==> src/mbrc_pkg.sv <==
// ----------------------------------------------------------------------------
// mbrc_pkg
// Types, codes and the byte-wise CRC-16 step shared by the response checker.
// ----------------------------------------------------------------------------
package mbrc_pkg;

	localparam int unsigned FRAME_BYTES = 9;

	localparam logic [7:0]  FUNC_READ_HOLDING = 8'h03;
	localparam logic [15:0] CRC_POLY          = 16'hA001;
	localparam logic [15:0] CRC_INIT          = 16'hFFFF;
	localparam logic [3:0]  INDEX_MAX         = 4'd15;

	localparam logic [2:0] ST_OK       = 3'd0;
	localparam logic [2:0] ST_BAD_ADDR = 3'd1;
	localparam logic [2:0] ST_BAD_FUNC = 3'd2;
	localparam logic [2:0] ST_BAD_LEN  = 3'd3;
	localparam logic [2:0] ST_BAD_CRC  = 3'd4;

	localparam logic [1:0] FAULT_NONE = 2'd0;
	localparam logic [1:0] FAULT_ADDR = 2'd1;
	localparam logic [1:0] FAULT_FUNC = 2'd2;

	typedef struct packed {
		logic [3:0]  byte_index;
		logic [15:0] crc_running;
		logic [1:0]  header_fault;
		logic [31:0] value_shift;
	} chan_state_t;

	localparam chan_state_t STATE_CLEAR = '{
		byte_index:   4'd0,
		crc_running:  CRC_INIT,
		header_fault: FAULT_NONE,
		value_shift:  32'd0
	};

	typedef struct packed {
		logic [7:0] rx_byte;
		logic       frame_end;
		logic [7:0] slave_address;
	} step_in_t;

	typedef struct packed {
		logic [2:0] frame_status;
		logic [31:0] count_value;
	} step_res_t;

	function automatic logic [15:0] crc_byte(input logic [15:0] crc, input logic [7:0] b);
		logic [15:0] c;
		c = crc ^ {8'h00, b};
		for (int k = 0; k < 8; k++) begin
			if (c[0]) begin
				c = (c >> 1) ^ CRC_POLY;
			end else begin
				c = c >> 1;
			end
		end
		return c;
	endfunction

endpackage

==> src/modbus_read_response_check.sv <==
// ----------------------------------------------------------------------------
// modbus_read_response_check
// Multi-channel Modbus RTU read-holding-register response checker.
// ----------------------------------------------------------------------------
// channel  | direction | handshake          | payload
// input    | in        | in_valid/in_stall  | channel, rx_byte, frame_end
// result   | out       | out_valid/out_stall| out_channel, frame_status, count_value
// config   | in        | cfg_valid/cfg_ready| cfg_data (slave address)
//
// One byte per cycle unless stalled; results pass stage 1 and the output register.
// State is read from the channel store on transfer, updated and written back
// from stage 1; a back-to-back byte on the same channel takes the forwarded state.
// Channel state resets through per-entry valid bits, cleared at once by arst_n.
// Input stalls only while a result is held in the output register and stalled.
// ----------------------------------------------------------------------------
module modbus_read_response_check
	import mbrc_pkg::*;
#(
	parameter int unsigned CHANNELS = 4
) (
	input  logic        clk,
	input  logic        arst_n,
	input  logic        in_valid,
	output logic        in_stall,
	input  logic [1:0]  channel,
	input  logic [7:0]  rx_byte,
	input  logic        frame_end,
	output logic        out_valid,
	input  logic        out_stall,
	output logic [1:0]  out_channel,
	output logic [2:0]  frame_status,
	output logic signed [31:0] count_value,
	input  logic        cfg_valid,
	output logic        cfg_ready,
	input  logic [7:0]  cfg_data
);

	localparam int unsigned ADDR_W = (CHANNELS > 1) ? $clog2(CHANNELS) : 1;

	logic [7:0]          slave_address_q;
	logic [CHANNELS-1:0] valid_q;

	logic                v_s1;
	logic [1:0]          chan_s1;
	logic [ADDR_W-1:0]   addr_s1;
	logic                in_range_s1;
	logic [7:0]          byte_s1;
	logic                end_s1;
	logic                hit_s1;

	chan_state_t         fwd_q;
	chan_state_t         rd_data;
	chan_state_t         cur;
	chan_state_t         nxt;
	step_in_t            din;
	step_res_t           res;

	logic                out_valid_q;
	logic [1:0]          out_channel_q;
	logic [2:0]          frame_status_q;
	logic [31:0]         count_value_q;

	logic [31:0]         chan_ext;
	logic [ADDR_W-1:0]   in_addr;
	logic                in_range;
	logic                accept;
	logic                s1_go;
	logic                wr_en;

	assign chan_ext = 32'(channel);
	assign in_addr  = chan_ext[ADDR_W-1:0];
	assign in_range = chan_ext < CHANNELS;

	assign s1_go    = v_s1 && (!out_valid_q || !out_stall);
	assign in_stall = v_s1 && !s1_go;
	assign accept   = in_valid && !in_stall;
	assign wr_en    = s1_go && in_range_s1;
	assign cfg_ready = 1'b1;

	always_ff @(posedge clk or negedge arst_n) begin
		if (!arst_n) begin
			slave_address_q <= 8'h01;
		end else if (cfg_valid && cfg_ready) begin
			slave_address_q <= cfg_data;
		end
	end

	mbrc_state_ram #(
		.DEPTH  (CHANNELS),
		.ADDR_W (ADDR_W)
	) u_ram (
		.clk     (clk),
		.rd_en   (accept),
		.rd_addr (in_addr),
		.rd_data (rd_data),
		.wr_en   (wr_en),
		.wr_addr (addr_s1),
		.wr_data (nxt)
	);

	always_ff @(posedge clk or negedge arst_n) begin
		if (!arst_n) begin
			v_s1 <= 1'b0;
		end else if (accept) begin
			v_s1 <= 1'b1;
		end else if (s1_go) begin
			v_s1 <= 1'b0;
		end
	end

	always_ff @(posedge clk) begin
		if (accept) begin
			chan_s1     <= channel;
			addr_s1     <= in_addr;
			in_range_s1 <= in_range;
			byte_s1     <= rx_byte;
			end_s1      <= frame_end;
			hit_s1      <= wr_en && (addr_s1 == in_addr);
		end
		if (wr_en) begin
			fwd_q <= nxt;
		end
	end

	always_comb begin
		if (!in_range_s1 || !valid_q[addr_s1]) begin
			cur = STATE_CLEAR;
		end else if (hit_s1) begin
			cur = fwd_q;
		end else begin
			cur = rd_data;
		end
		din.rx_byte       = byte_s1;
		din.frame_end     = end_s1;
		din.slave_address = slave_address_q;
	end

	mbrc_frame_step u_step (
		.cur (cur),
		.din (din),
		.nxt (nxt),
		.res (res)
	);

	always_ff @(posedge clk or negedge arst_n) begin
		if (!arst_n) begin
			valid_q <= '0;
		end else if (wr_en) begin
			valid_q[addr_s1] <= !end_s1;
		end
	end

	always_ff @(posedge clk or negedge arst_n) begin
		if (!arst_n) begin
			out_valid_q <= 1'b0;
		end else if (wr_en && end_s1) begin
			out_valid_q <= 1'b1;
		end else if (!out_stall) begin
			out_valid_q <= 1'b0;
		end
	end

	always_ff @(posedge clk) begin
		if (wr_en && end_s1) begin
			out_channel_q  <= chan_s1;
			frame_status_q <= res.frame_status;
			count_value_q  <= res.count_value;
		end
	end

	assign out_valid    = out_valid_q;
	assign out_channel  = out_channel_q;
	assign frame_status = frame_status_q;
	assign count_value  = $signed(count_value_q);

endmodule

==> src/mbrc_state_ram.sv <==
// ----------------------------------------------------------------------------
// mbrc_state_ram
// Per-channel state store: one write port, one registered read port.
// ----------------------------------------------------------------------------
module mbrc_state_ram
	import mbrc_pkg::*;
#(
	parameter int unsigned DEPTH  = 4,
	parameter int unsigned ADDR_W = 2
) (
	input  logic              clk,
	input  logic              rd_en,
	input  logic [ADDR_W-1:0] rd_addr,
	output chan_state_t       rd_data,
	input  logic              wr_en,
	input  logic [ADDR_W-1:0] wr_addr,
	input  chan_state_t       wr_data
);

	chan_state_t mem [DEPTH];
	chan_state_t rd_data_q;

	always_ff @(posedge clk) begin
		if (wr_en) begin
			mem[wr_addr] <= wr_data;
		end
		if (rd_en) begin
			rd_data_q <= mem[rd_addr];
		end
	end

	assign rd_data = rd_data_q;

endmodule

==> src/mbrc_frame_step.sv <==
// ----------------------------------------------------------------------------
// mbrc_frame_step
// Applies one received byte to a channel's state and forms the frame status.
// ----------------------------------------------------------------------------
module mbrc_frame_step
	import mbrc_pkg::*;
(
	input  chan_state_t cur,
	input  step_in_t    din,
	output chan_state_t nxt,
	output step_res_t   res
);

	chan_state_t upd;
	logic [4:0]  idx_ext;

	always_comb begin
		upd     = cur;
		idx_ext = {1'b0, cur.byte_index} + 5'd2;
		if (cur.byte_index == 4'd0 && din.rx_byte != din.slave_address
				&& cur.header_fault == FAULT_NONE) begin
			upd.header_fault = FAULT_ADDR;
		end
		if (cur.byte_index == 4'd1 && din.rx_byte != FUNC_READ_HOLDING
				&& cur.header_fault == FAULT_NONE) begin
			upd.header_fault = FAULT_FUNC;
		end
		if (cur.byte_index >= 4'd3 && idx_ext < 5'(FRAME_BYTES)) begin
			upd.value_shift = {cur.value_shift[23:0], din.rx_byte};
		end
		upd.crc_running = crc_byte(cur.crc_running, din.rx_byte);
		if (cur.byte_index < INDEX_MAX) begin
			upd.byte_index = cur.byte_index + 4'd1;
		end

		if (upd.header_fault != FAULT_NONE) begin
			res.frame_status = {1'b0, upd.header_fault};
		end else if (cur.byte_index != 4'(FRAME_BYTES - 1)) begin
			res.frame_status = ST_BAD_LEN;
		end else if (upd.crc_running != 16'd0) begin
			res.frame_status = ST_BAD_CRC;
		end else begin
			res.frame_status = ST_OK;
		end
		res.count_value = upd.value_shift;

		nxt = din.frame_end ? STATE_CLEAR : upd;
	end

endmodule

==> config.mk <==
export PLATFORM = sky130hd
export DESIGN_NAME = modbus_read_response_check
export DESIGN_NICKNAME = d
export VERILOG_FILES = /design/src/mbrc_pkg.sv /design/src/modbus_read_response_check.sv /design/src/mbrc_state_ram.sv /design/src/mbrc_frame_step.sv
export SDC_FILE = /design/constraint.sdc
export NUM_CORES = 1
export LEC_CHECK = 0
export BUFFER_PORTS_ARGS = -buffer_cell sky130_fd_sc_hd__buf_2
export CORE_MARGIN = 4
export CORE_UTILIZATION = 58
export CTS_BUF_LIST = sky130_fd_sc_hd__clkbuf_2 sky130_fd_sc_hd__clkbuf_4 sky130_fd_sc_hd__clkbuf_8
export CTS_CLUSTER_DIAMETER = 60
export DETAILED_ROUTE_END_ITERATION = 6
export PLACE_DENSITY_LB_ADDON = 0.3
export SYNTH_ARGS = -nofsm -noshare
export SYNTH_HDL_FRONTEND = slang
export SYNTH_HIERARCHICAL = 1
export SYNTH_SLANG_ARGS = --single-unit
==> constraint.sdc <==
create_clock -name clk -period 6.6 [get_ports clk]
set_input_delay 1.32 -clock clk [delete_from_list [all_inputs] [get_ports clk]]
set_output_delay 1.32 -clock clk [all_outputs]
set_load 0.02 [all_outputs]
==> impl_results.rst, run 1 <==
.. list-table::
   :header-rows: 1

   * - Metric
     - Value
   * - Combinational power share
     - between 10 and 15%
   * - Total vias in the final route
     - 7525
   * - Global route overflow
     - 0
   * - Number of buffers created by CTS
     - a little under 60
   * - Time the worst path needs with I/O delays and setup
     - between 4 and 5 ns
   * - Highest attainable clock frequency
     - approximately 0.21 GHz
   * - Global-route wire length before repair
     - 46700 µm
   * - Count of buffers inserted at the top-level ports
     - 62
   * - Die Y
     - 172 µm
   * - Gr busiest metal
     - met2
   * - Leak Pwr
     - 6.02 nW
   * - Number of gates resized after cts
     - 0
   * - DP HPWL
     - 16900 µm
   * - Cell-by-cell listing of the critical path
     - mux2i_1 -> mux2_2 -> nor2_1 -> ha_1 -> nor2_4 -> a311oi_4 -> buf_4 -> mux2_4 -> and2_2
   * - Outcome
     - completed
   * - Clock tree from TritonCTS
     - done
   * - Internal Pwr Total
     - 4.39 mW
   * - Area share of and/or/nand/nor cells after synthesis
     - roughly 4.7%
   * - Maximum number of pins on one net before global-route repair
     - 67
   * - Max Cap Violations
     - 0
   * - Power per Cell Area
     - 339 mW/mm²
   * - Max Root-Sink Buffers
     - 3
   * - Netlist Area Pre-Place
     - 0.0155 mm²
   * - Effective utilization at floorplan
     - 59.2%
   * - GR Util met2
     - about 36%
   * - Part of the total power dissipated in sequential elements
     - 53.2%
   * - GR Util met3
     - 3.86%
   * - YS warnings
     - 6
   * - Die width
     - 172 µm
   * - Kind of critical path
     - register to register
   * - Hold violation count in the final report
     - 0
   * - Setup repair after global routing missed its margin
     - false
   * - Combinational family with the most area after synthesis
     - multiplexers
   * - Worst Path Max Fanout
     - 38
   * - Post-CTS Setup Repair Bufs
     - 0
   * - Layout cells sized above 1
     - about a third
   * - Iteration count of the initial detailed-routing pass
     - 7
   * - Nature of the critical path startpoint
     - register
   * - Sequential-to-total area share from yosys stat
     - 74.4%
   * - Delay-heaviest family, CP
     - multiplexers
   * - Endpoint required time on the critical path
     - about 6.9 ns
   * - Syn_area_per_cell
     - 20.0 µm²
   * - Total routed wirelength
     - just over 30000 µm
   * - Initial antenna violation count
     - 0
   * - Fraction of met1 tracks used by global routing
     - 28.3%
   * - Clock-pin slew reported for the worst setup and hold paths after clock tree synthesis
     - 0.06 ns
   * - Total power
     - 5.83 mW
   * - Largest area contributor in the netlist
     - edfxtp_1
   * - Post-route ant nets
     - 0
   * - List of most frequent post-synthesis cells
     - edfxtp_1 (373), mux2i_1 (58), mux4_2 (50)
   * - Clock power frac
     - 32.4%
   * - Biggest cell delay along the critical path
     - 0.77 ns
   * - Antenna diode count
     - 0
   * - Post-placement cell area
     - approximately 0.016 mm²
   * - Post-route fraction of the period consumed by the critical path
     - 72.6%
   * - Floorplan core area
     - 0.0262 mm²
   * - Type of destination of the critical path
     - register
   * - Synthesized net count
     - 805
   * - Final Net Count
     - 900
   * - Critical path buffer and inverter count
     - 1
   * - Total routing resource utilization after global routing
     - 21.2%
   * - Post-Layout Inst Area
     - about 0.017 mm²
   * - Worst VDD drop
     - between 200 and 250 µV
   * - I/O pin count
     - 64
   * - Iteration-0 DRC Markers
     - 790
   * - Clock Skews
     - roughly 0.034 ns
   * - Largest cells by area after synthesis
     - edfxtp_1 (72%), mux4_2 (7.3%), mux2i_1 (3.7%), mux2_4 (2.9%), dfrtp_1 (2.1%)
   * - Clock root buffer
     - clkbuf_8
   * - Net switching component of the power
     - around 1.4 mW
   * - Total DRC errors in the routed layout
     - 0
   * - Number of unique standard cell types used by synthesis
     - 55
   * - Adder-cell area share of the yosys netlist
     - 0.322%
   * - Worst slew margin relative to its limit
     - 8.40%
   * - Xor-xnor portion of the synthesized cell area
     - 1.93%
   * - Setup TNS
     - 0 ns
   * - Post-synthesis to final-layout area growth
     - 10.7%
   * - Actual slew at the worst max-slew pin
     - 1.34 ns
   * - Post-Syn Instances
     - 777
   * - Hold buffer count at cts
     - 0
   * - Count of endpoints failing setup in the final report
     - 0
   * - Predominant post-synthesis flop cell
     - edfxtp_1
   * - Area occupied by multi-input gates
     - 0.00366 mm²
   * - Routability-driven placement congestion ratio
     - 0.792
   * - Fraction of power spent switching nets
     - approximately a quarter
   * - Filler Cells Inserted
     - approximately 1700
   * - Async set-or-reset flop fraction in the synthesized netlist
     - roughly 3.6%
   * - Die ar.
     - between 0.02 and 0.03 mm²
   * - H-tree depth
     - 2
   * - Multiplexer share of the synthesized area
     - 15.4%
   * - Number of max-slew violations in the final report
     - 0
   * - Number of register bits inferred by synthesis
     - 387
   * - Fraction of the mapped netlist area in compound gates
     - ~1.1%
   * - Area share of the largest cell type after synthesis
     - 72.2%
   * - Cell with the largest stage delay on the worst path
     - a311oi_4
   * - Number of enable flip-flop cells after synthesis
     - 373
   * - Combined flip-flop and latch cell area
     - 0.0116 mm²
   * - Std cell rows
     - 59
   * - Clock Latency Late Sink
     - around 0.60 ns
   * - Vias in the first global route
     - 8185
   * - Via-to-Cell Ratio
     - 6.02
   * - Clock Sink Count
     - 387
   * - Most repeated cell in the gate-level netlist after synthesis
     - edfxtp_1
   * - Arrival time of data at the critical path endpoint
     - 5.12 ns
   * - Avg WL per Cell
     - 24.6 µm
   * - Classification of the worst-slack hold path
     - register to register
==> placed cells by master (no fill, tap or decap), types with 2 or more instances in the layout <==
cell | Yosys | layout
or2_2 | 7 | 7
xor2_1 | 11 | 11
mux2i_1 | 58 | 58
o31ai_1 | 3 | 3
mux4_2 | 50 | 50
and3b_4 | 0 | 2
and2_1 | 18 | 16
nor3_1 | 3 | 3
clkinv_1 | 0 | 10
clkbuf_8 | 0 | 60
and2_2 | 17 | 18
mux2_4 | 30 | 30
buf_4 | 2 | 8
dfrtp_1 | 13 | 13
inv_1 | 7 | 6
clkbuf_4 | 0 | 27
mux4_1 | 4 | 4
clkinv_2 | 0 | 3
buf_2 | 12 | 61
o41ai_1 | 2 | 2
a31oi_1 | 4 | 4
ha_1 | 4 | 4
nand2_1 | 29 | 29
xnor2_1 | 16 | 16
nor2_1 | 43 | 43
edfxtp_1 | 373 | 373
a41oi_1 | 2 | 2
nand3_1 | 4 | 4
mux2_2 | 11 | 11
nor4_1 | 4 | 4
==> per-layer routing <==
metal  wire length (µm)  part of all wire, %
met5                  0                    0
met3               1830                  6.0
met1              12500                   41
met2              15800                   52
met4                585                  1.9
==> power by group through the flow <==
stage | sequential, mW | clock [mW] | combinational [mW]
5_1_grt | 3.12 | 2.06 | 0.911
2_1_floorplan | 3.15 | 0 | 0.615
3_3_place_gp | 3.14 | 0 | 0.804
4_1_cts | 3.10 | 1.94 | 0.844
6_report | 3.10 | 1.89 | 0.839
3_5_place_dp | 3.15 | 0 | 0.839
==> worst paths after layout <==
kind	cells after the start	start	end	slack, ns
worst max-delay path	9	addr_s1[1]$_DFFE_PP_	fwd_q[20]$_DFFE_PP_	1.81
worst min-delay path	2	valid_q[0]$_DFFE_PN0P_	valid_q[0]$_DFFE_PN0P_	0.54
worst max register to register	9	addr_s1[1]$_DFFE_PP_	fwd_q[20]$_DFFE_PP_	1.81
worst min register to register	2	valid_q[0]$_DFFE_PN0P_	valid_q[0]$_DFFE_PN0P_	0.54
max in group asynchronous	1	arst_n	slave_address_q[0]$_DFFE_PN1P_	5.67
min in group asynchronous	1	arst_n	valid_q[1]$_DFFE_PN0P_	0.63
==> per-stage QoR <==
stage | std cells | hold WS, ns | util, % | worst slack (ns)
after floorplan | 777 | 0.460 | - | 1.08
after global placement | 1146 | 0.475 | 61.2 | 2.10
after detailed placement | 1146 | 0.519 | 61.2 | 1.85
after CTS | 1250 | 0.534 | 65.6 | 1.84
after global routing | 1250 | 0.549 | 65.6 | 1.54
final | 1250 | 0.539 | 65.6 | 1.81
==> worst reg2reg max path: cells and delay by family, from the launching register on <==
| family | cells | cell delay (ns) |
|---|---|---|
| compound gates | 1 | 0.77 |
| fa+ha+maj | 1 | 0.37 |
| buf+inv | 1 | 0.58 |
| flops | 1 | 0.73 |
| mux | 3 | 1.18 |
| simple gates | 3 | 0.90 |
==> flip-flops by register name, indices dropped and copies added, names as in the netlist <==
| register | count |
|---|---|
| addr_s1 | 2 |
| out_valid | 1 |
| end_s1 | 1 |
| out_channel | 2 |
| hit_s1 | 1 |
| u_ram/rd_data | 54 |
| count_value | 32 |
| frame_status | 3 |
| v_s1 | 1 |
| fwd_q | 54 |
| slave_address_q | 8 |
| u_ram/mem | 216 |
| valid_q | 4 |
| byte_s1 | 8 |
==> area by class of cell <==
type                       count  share of cell area, %
clock inverter                17                  0.670
sequential                   387                   67.2
tap                          335                   2.44
inverter                       7                  0.153
timing repair buffer          70                   2.24
clock buffer                  87                   5.98
multi-input combinational    347                   21.3
==> cells by family (layout without fill, tap and decap cells) <==
logic type      count (synthesis)  count (layout)
buf+inv                        43             181
simple gates                  139             139
flops                         387             387
xor+xnor                       30              30
compound gates                 20              20
other cells                     1               1
fa+ha+maj                       4               4
mux                           153             153
Power figures use the tool's default switching activity.
==> run 2, diff against run 1 <==
CORE_UTILIZATION = 60   (was 58)
clock period = 4.45 ns   (was 6.6 ns; I/O delays follow)
==> impl_results.rst, run 2 (synthesis gave the netlist of run 1 again) <==
.. list-table::
   :header-rows: 1

   * - Metric
     - Value
   * - Die Y
     - 169 µm (was 172 µm)
   * - Clock Sink Count
     - 387 (unchanged)
   * - Std cell rows
     - 58 (was 59)
   * - H-tree depth
     - 2 (unchanged)
   * - Top library cells by usage in the layout, fill and taps aside
     - edfxtp_1 (373), buf_2 (61), mux2i_1 (58), clkbuf_8 (58), mux4_2 (50) (was edfxtp_1 (373), buf_2 (61), clkbuf_8 (60), mux2i_1 (58), mux4_2 (50))
   * - Max Cap Violations
     - 0 (unchanged)
   * - Number of flip-flops in the largest register
     - 216 (unchanged)
   * - Floorplan core area
     - 0.0253 mm² (was 0.0262 mm²)
   * - Total DRC errors in the routed layout
     - 0 (unchanged)
   * - Post-route fraction of the period consumed by the critical path
     - 85.8% (was 72.6%)
   * - Number of max-slew violations in the final report
     - 0 (unchanged)
   * - Effective utilization at floorplan
     - 61.3% (was 59.2%)
   * - Outcome
     - completed (unchanged)
   * - Setup TNS
     - 0 ns (unchanged)
   * - Die width
     - 169 µm (was 172 µm)
   * - Post-synthesis to final-layout area growth
     - 11.4% (was 10.7%)
   * - Antenna diode count
     - 0 (unchanged)
   * - Min setup slack post-route
     - 0.631 ns (was 1.81 ns)
   * - Filler Cells Inserted
     - 1617 (was 1693)
   * - Iteration count of the initial detailed-routing pass
     - 7 (unchanged)
   * - Post-Layout Inst Area
     - 0.0173 mm² (was 0.0172 mm²)
   * - Type of destination of the critical path
     - register (unchanged)
   * - Post-CTS Setup Repair Bufs
     - 0 (unchanged)
   * - Post-route ant nets
     - 0 (unchanged)
   * - Clock Latency Late Sink
     - 0.60 ns (about the same)
   * - Total vias in the final route
     - 7545 (was 7525)
   * - Initial antenna violation count
     - 1 (was 0)
   * - Arrival time of data at the critical path endpoint
     - 4.14 ns (was 5.12 ns)
   * - Avg WL per Cell
     - 24.9 µm (was 24.6 µm)
   * - Die ar.
     - 0.0285 mm² (was 0.0294 mm²)
   * - Post-placement cell area
     - 0.0162 mm² (was 0.0160 mm²)
   * - Actual slew at the worst max-slew pin
     - 1.16 ns (was 1.34 ns)
   * - Via-to-Cell Ratio
     - 6.00 (was 6.02)
   * - R2r startpoint
     - addr_s1[1]$_DFFE_PP_ (unchanged)
   * - Count of endpoints failing setup in the final report
     - 0 (unchanged)
   * - Count of buffers inserted at the top-level ports
     - 62 (unchanged)
   * - Worst slew margin relative to its limit
     - 22.9% (was 8.40%)
   * - Routability-driven placement congestion ratio
     - 0.815 (was 0.792)
   * - Gr busiest metal
     - met2 (unchanged)
   * - Final Net Count
     - 908 (was 900)
   * - Non-filler cells, final
     - 1258 (was 1250)
   * - Classification of the worst-slack hold path
     - input port to asynchronous set/reset pin (was register to register)
   * - Time the worst path needs with I/O delays and setup
     - 3.82 ns (was 4.79 ns)
   * - Clock Skews
     - 0.0231 ns (was 0.0344 ns)
   * - Post-placement cell count
     - 1152 (was 1146)
   * - Hold violation count in the final report
     - 0 (unchanged)
   * - Layout cells sized above 1
     - 31.7% (was 31.8%)
   * - Number of gates resized after cts
     - 0 (unchanged)
   * - Vias in the first global route
     - 7949 (was 8185)
   * - Worst Path Max Fanout
     - 16 (was 38)
   * - Slack of the worst reg-to-reg path
     - 0.63 ns (was 1.81 ns)
   * - Global-route wire length before repair
     - 47500 µm (was 46700 µm)
   * - Hold buffer count at cts
     - 0 (unchanged)
   * - Total routing resource utilization after global routing
     - 22.3% (was 21.2%)
   * - Cells on worst reg2reg path
     - 12 (was 9)
   * - I/O pin count
     - 64 (unchanged)
   * - Setup repair after global routing missed its margin
     - false (unchanged)
   * - Minimum setup slack after placement
     - 0.698 ns (was 1.85 ns)
   * - Clock root buffer
     - clkbuf_8 (unchanged)
   * - Kind of critical path
     - register to register (unchanged)
   * - Clock tree from TritonCTS
     - done (unchanged)
   * - Reg with most FFs
     - u_ram/mem (unchanged)
   * - Power per Cell Area
     - 503 mW/mm² (was 339 mW/mm²)
   * - Maximum number of pins on one net before global-route repair
     - 67 (unchanged)
   * - Iteration-0 DRC Markers
     - 701 (was 790)
   * - Total routed wirelength
     - 31400 µm (was 30700 µm)
   * - Max Root-Sink Buffers
     - 3 (unchanged)
   * - Leak Pwr
     - 6.07 nW (was 6.02 nW)
   * - Worst VDD drop
     - 312 µV (was 243 µV)
   * - Number of buffers created by CTS
     - 56 (was 59)
   * - Highest attainable clock frequency
     - 0.262 GHz (was 0.209 GHz)
   * - Fraction of met1 tracks used by global routing
     - 30.1% (was 28.3%)
   * - Most frequent standard cell in the layout excluding fill and tap cells
     - edfxtp_1 (unchanged)
   * - GR Util met3
     - 4.06% (was 3.86%)
   * - Capture point of the worst reg-to-reg path
     - frame_status[2]$_DFFE_PP_ (was fwd_q[20]$_DFFE_PP_)
   * - Clock-pin slew reported for the worst setup and hold paths after clock tree synthesis
     - 0.06 ns (about the same)
   * - DP HPWL
     - 17700 µm (was 16900 µm)
   * - Endpoint required time on the critical path
     - 4.77 ns (was 6.93 ns)
   * - Global route overflow
     - 0 (unchanged)
   * - GR Util met2
     - 37.9% (was 36.3%)
   * - Nature of the critical path startpoint
     - register (unchanged)
-- run 2: layout make-up --
type	instances	area, µm²	area share, %
Sequential cell	387	11600	66.8
Multi-Input combinational cell	347	3660	21.2
Clock buffer	75	926	5.35
Timing Repair Buffer	81	505	2.92
Tap cell	330	413	2.39
Clock inverter	31	210	1.22
Inverter	7	30.0	0.174
-- run 2: per-layer routing --
layer  vias to the layer above  wire [µm]
met4                         2        699
li1                       3283          -
met5                         -         13
met3                        49       1840
met2                       268      16100
met1                      3943      12800
-- run 2: power breakdown --
part / switching [mW] / internal (mW) / total (mW)
logic: 0.770 / 0.517 / 1.29
registers: 0.107 / 4.48 / 4.59
clock network: 1.29 / 1.53 / 2.82
-- run 2: worst max-delay path by stage --
stage | from | endpoint
final | addr_s1[1]$_DFFE_PP_ | frame_status[2]$_DFFE_PP_
after global routing | addr_s1[1]$_DFFE_PP_ | frame_status[2]$_DFFE_PP_
after CTS | hit_s1$_DFFE_PP_ | frame_status[2]$_DFFE_PP_
after detailed placement | hit_s1$_DFFE_PP_ | frame_status[2]$_DFFE_PP_
after global placement | hit_s1$_DFFE_PP_ | frame_status[2]$_DFFE_PP_
after floorplan | out_stall | u_ram/mem[0][0]$_DFFE_PP_
-- run 2: critical path, stage by stage, from the launching register on --
cell      delay [ns]
edfxtp_1        0.71
mux2i_1         0.18
mux2i_1         0.16
buf_4           0.24
nand2_1         0.10
xnor2_1         0.36
xnor2_1         0.31
xor3_1          0.43
ha_1            0.32
xnor2_1         0.24
and4b_1         0.21
and4_1          0.19
a31oi_1         0.08
-- run 2: stage by stage --
| step | hold slack [ns] | total power [mW] | util, % |
|---|---|---|---|
| after CTS | 0.183 | 8.76 | 68.3 |
| after detailed placement | 0.515 | 5.95 | 63.8 |
| final | 0.210 | 8.70 | 68.3 |
| after global placement | 0.481 | 5.88 | 63.8 |
| after floorplan | 0.462 | 5.58 | - |
| after global routing | 0.186 | 9.07 | 68.3 |
==> run 3, diff against run 2 <==
REMOVE_ABC_BUFFERS = 1   (was default)
==> impl_results.rst, run 3 (synthesis gave the netlist of run 1 again) <==
.. list-table::
   :header-rows: 1

   * - Metric
     - Value
   * - Outcome
     - completed (unchanged)
   * - Die ar.
     - 0.0285 mm² (unchanged)
   * - Die Y
     - 169 µm (unchanged)
   * - Worst Path Max Fanout
     - 16 (unchanged)
   * - Utilization after layout
     - 68.1% (was 68.3%)
   * - Capture point of the worst reg-to-reg path
     - frame_status[2]$_DFFE_PP_ (unchanged)
   * - Total vias in the final route
     - 7397 (was 7545)
   * - Number of flip-flops in the largest register
     - 216 (unchanged)
   * - Fraction of power spent switching nets
     - 24.5% (was 25.0%)
   * - Routability-driven placement congestion ratio
     - 0.831 (was 0.815)
   * - Reg with most FFs
     - u_ram/mem (unchanged)
   * - Kind of critical path
     - register to register (unchanged)
   * - Arrival time of data at the critical path endpoint
     - 4.01 ns (was 4.14 ns)
   * - Clock power frac
     - 31.6% (was 32.4%)
   * - H-tree depth
     - 2 (unchanged)
   * - Worst VDD drop
     - 299 µV (was 312 µV)
   * - Hold buffer count at cts
     - 0 (unchanged)
   * - Total DRC errors in the routed layout
     - 0 (unchanged)
   * - Power per Cell Area
     - 496 mW/mm² (was 503 mW/mm²)
   * - Type of destination of the critical path
     - register (unchanged)
   * - I/O pin count
     - 64 (unchanged)
   * - Post-Layout Inst Area
     - 0.0172 mm² (was 0.0173 mm²)
   * - Number of max-slew violations in the final report
     - 0 (unchanged)
   * - Clock Sink Count
     - 387 (unchanged)
   * - Iteration count of the initial detailed-routing pass
     - 5 (was 7)
   * - Minimum setup slack after placement
     - 0.773 ns (was 0.698 ns)
   * - Total routed wirelength
     - 29500 µm (was 31400 µm)
   * - Part of the total power dissipated in sequential elements
     - 53.6% (was 52.8%)
   * - Highest attainable clock frequency
     - 0.270 GHz (was 0.262 GHz)
   * - Top library cells by usage in the layout, fill and taps aside
     - edfxtp_1 (373), buf_2 (61), mux2i_1 (58), clkbuf_8 (57), mux4_2 (50) (was edfxtp_1 (373), buf_2 (61), mux2i_1 (58), clkbuf_8 (58), mux4_2 (50))
   * - Classification of the worst-slack hold path
     - input port to asynchronous set/reset pin (unchanged)
   * - Fin Hold WS
     - 0.245 ns (was 0.210 ns)
   * - Most frequent standard cell in the layout excluding fill and tap cells
     - edfxtp_1 (unchanged)
   * - Count of buffers inserted at the top-level ports
     - 62 (unchanged)
   * - Filler Cells Inserted
     - 1588 (was 1617)
   * - Via-to-Cell Ratio
     - 5.88 (was 6.00)
   * - CP endpoint
     - frame_status[2]$_DFFE_PP_ (unchanged)
   * - Floorplan core area
     - 0.0253 mm² (unchanged)
   * - Internal Pwr Total
     - 6.46 mW (was 6.53 mW)
   * - Final Net Count
     - 910 (was 908)
   * - Cell with the largest stage delay on the worst path
     - edfxtp_1 (unchanged)
   * - Maximum number of pins on one net before global-route repair
     - 67 (unchanged)
   * - Post-route ant nets
     - 0 (unchanged)
   * - Worst slew margin relative to its limit
     - 27.8% (was 22.9%)
   * - Number of buffers created by CTS
     - 57 (was 56)
   * - Critical Path Source
     - addr_s1[1]$_DFFE_PP_ (unchanged)
   * - Global route overflow
     - 0 (unchanged)
   * - Nature of the critical path startpoint
     - register (unchanged)
   * - Std cell rows
     - 58 (unchanged)
   * - Clock Latency Late Sink
     - 0.57 ns (was 0.60 ns)
   * - Global-route wire length before repair
     - 45700 µm (was 47500 µm)
   * - DP HPWL
     - 17000 µm (was 17700 µm)
   * - Max Cap Violations
     - 0 (unchanged)
   * - Net switching component of the power
     - 2.09 mW (was 2.17 mW)
   * - Time the worst path needs with I/O delays and setup
     - 3.70 ns (was 3.82 ns)
   * - Leak Pwr
     - 6.05 nW (was 6.07 nW)
   * - Endpoint required time on the critical path
     - 4.75 ns (was 4.77 ns)
   * - Post-placement cell area
     - 0.0162 mm² (about the same)
   * - Clock Skews
     - 0.0139 ns (was 0.0231 ns)
   * - Iteration-0 DRC Markers
     - 565 (was 701)
   * - Post-CTS Setup Repair Bufs
     - 0 (unchanged)
   * - Actual slew at the worst max-slew pin
     - 1.08 ns (was 1.16 ns)
   * - Total power
     - 8.55 mW (was 8.70 mW)
   * - Biggest cell delay along the critical path
     - 0.68 ns (was 0.71 ns)
   * - Total routing resource utilization after global routing
     - 20.9% (was 22.3%)
   * - Number of gates resized after cts
     - 0 (unchanged)
   * - Post-route fraction of the period consumed by the critical path
     - 83.3% (was 85.8%)
   * - Slack of the worst reg-to-reg path
     - 0.75 ns (was 0.63 ns)
   * - Antenna diode count
     - 0 (unchanged)
   * - Clock-pin slew reported for the worst setup and hold paths after clock tree synthesis
     - 0.06 ns (about the same)
   * - Max Root-Sink Buffers
     - 3 (unchanged)
   * - Cell-by-cell listing of the critical path
     - mux2i_1 -> mux2i_1 -> buf_4 -> nand2_1 -> xnor2_1 -> xnor3_1 -> xor3_1 -> ha_1 -> xnor2_1 -> and4b_1 -> and4_1 -> a31oi_1 (was mux2i_1 -> mux2i_1 -> buf_4 -> nand2_1 -> xnor2_1 -> xnor2_1 -> xor3_1 -> ha_1 -> xnor2_1 -> and4b_1 -> and4_1 -> a31oi_1)
   * - Hold violation count in the final report
     - 0 (unchanged)
   * - Initial antenna violation count
     - 0 (was 1)
   * - Post-synthesis to final-layout area growth
     - 11.1% (was 11.4%)
   * - Setup repair after global routing missed its margin
     - false (unchanged)
   * - Count of endpoints failing setup in the final report
     - 0 (unchanged)
   * - Layout cells sized above 1
     - 31.6% (was 31.7%)
   * - Min setup slack post-route
     - 0.745 ns (was 0.631 ns)
   * - R2r startpoint
     - addr_s1[1]$_DFFE_PP_ (unchanged)
   * - Die width
     - 169 µm (unchanged)
   * - Avg WL per Cell
     - 23.4 µm (was 24.9 µm)
   * - Cells on worst reg2reg path
     - 12 (unchanged)
   * - Clock tree from TritonCTS
     - done (unchanged)
   * - Clock root buffer
     - clkbuf_8 (unchanged)
   * - Effective utilization at floorplan
     - 61.3% (unchanged)
   * - Vias in the first global route
     - 7897 (was 7949)
   * - Combinational power share
     - 14.8% (about the same)
## run 3: changes by cell type in the layout (fill, tap and decap cells not counted), sizes merged
cell	delta
clkinvlp	-1
buf	+1
bufinv	-1
## run 3: cell type report
cell class,count,area [µm²],area share [%]
Clock buffer,75,920,5.33
Multi-Input combinational cell,347,3650,21.2
Tap cell,330,413,2.39
Sequential cell,387,11600,67.0
Clock inverter,29,175,1.02
Inverter,7,26.3,0.152
Timing Repair Buffer,82,513,2.97
## run 3: layer usage
layer	share of wire, %	vias to the layer above	global-route usage, %
met5	0	-	0
met4	2.0	0	5.96
met1	42	3843	29.0
met2	51	232	35.0
met3	5.3	44	3.46
li1	-	3278	-
## run 3: worst min-delay path by stage
stage | start | endpoint | slack, ns | cells past startpoint
CTS | arst_n | valid_q[0]$_DFFE_PN0P_ | 0.21 | 1
global route | arst_n | valid_q[0]$_DFFE_PN0P_ | 0.23 | 1
floorplan | valid_q[0]$_DFFE_PN0P_ | valid_q[0]$_DFFE_PN0P_ | 0.46 | 2
global placement | valid_q[1]$_DFFE_PN0P_ | valid_q[1]$_DFFE_PN0P_ | 0.49 | 2
finish | arst_n | valid_q[0]$_DFFE_PN0P_ | 0.25 | 1
detailed placement | v_s1$_DFFE_PN0P_ | out_valid$_DFFE_PN0P_ | 0.51 | 1
## run 3: power by group through the flow
stage	combinational [mW]	sequential [mW]	clock [mW]
after floorplan	0.829	4.69	0
after global placement	1.21	4.64	0
after detailed placement	1.26	4.66	0
after CTS	1.27	4.58	2.76
after global routing	1.36	4.61	2.94
final	1.26	4.58	2.70
## run 3: stage by stage
stage,instances,setup TNS [ns]
2_1_floorplan,741,-272.27
3_3_place_gp,1153,0
3_5_place_dp,1153,0
4_1_cts,1257,0
5_1_grt,1257,0
6_report,1257,0
## run 3: critical path: cells and delay by family, from the launching register on
| family | cells | cell delay, ns |
|---|---|---|
| buf+inv | 1 | 0.22 |
| mux | 2 | 0.35 |
| compound gates | 1 | 0.09 |
| simple gates | 3 | 0.48 |
| fa+ha+maj | 1 | 0.32 |
| flops | 1 | 0.68 |
| xor+xnor | 4 | 1.29 |
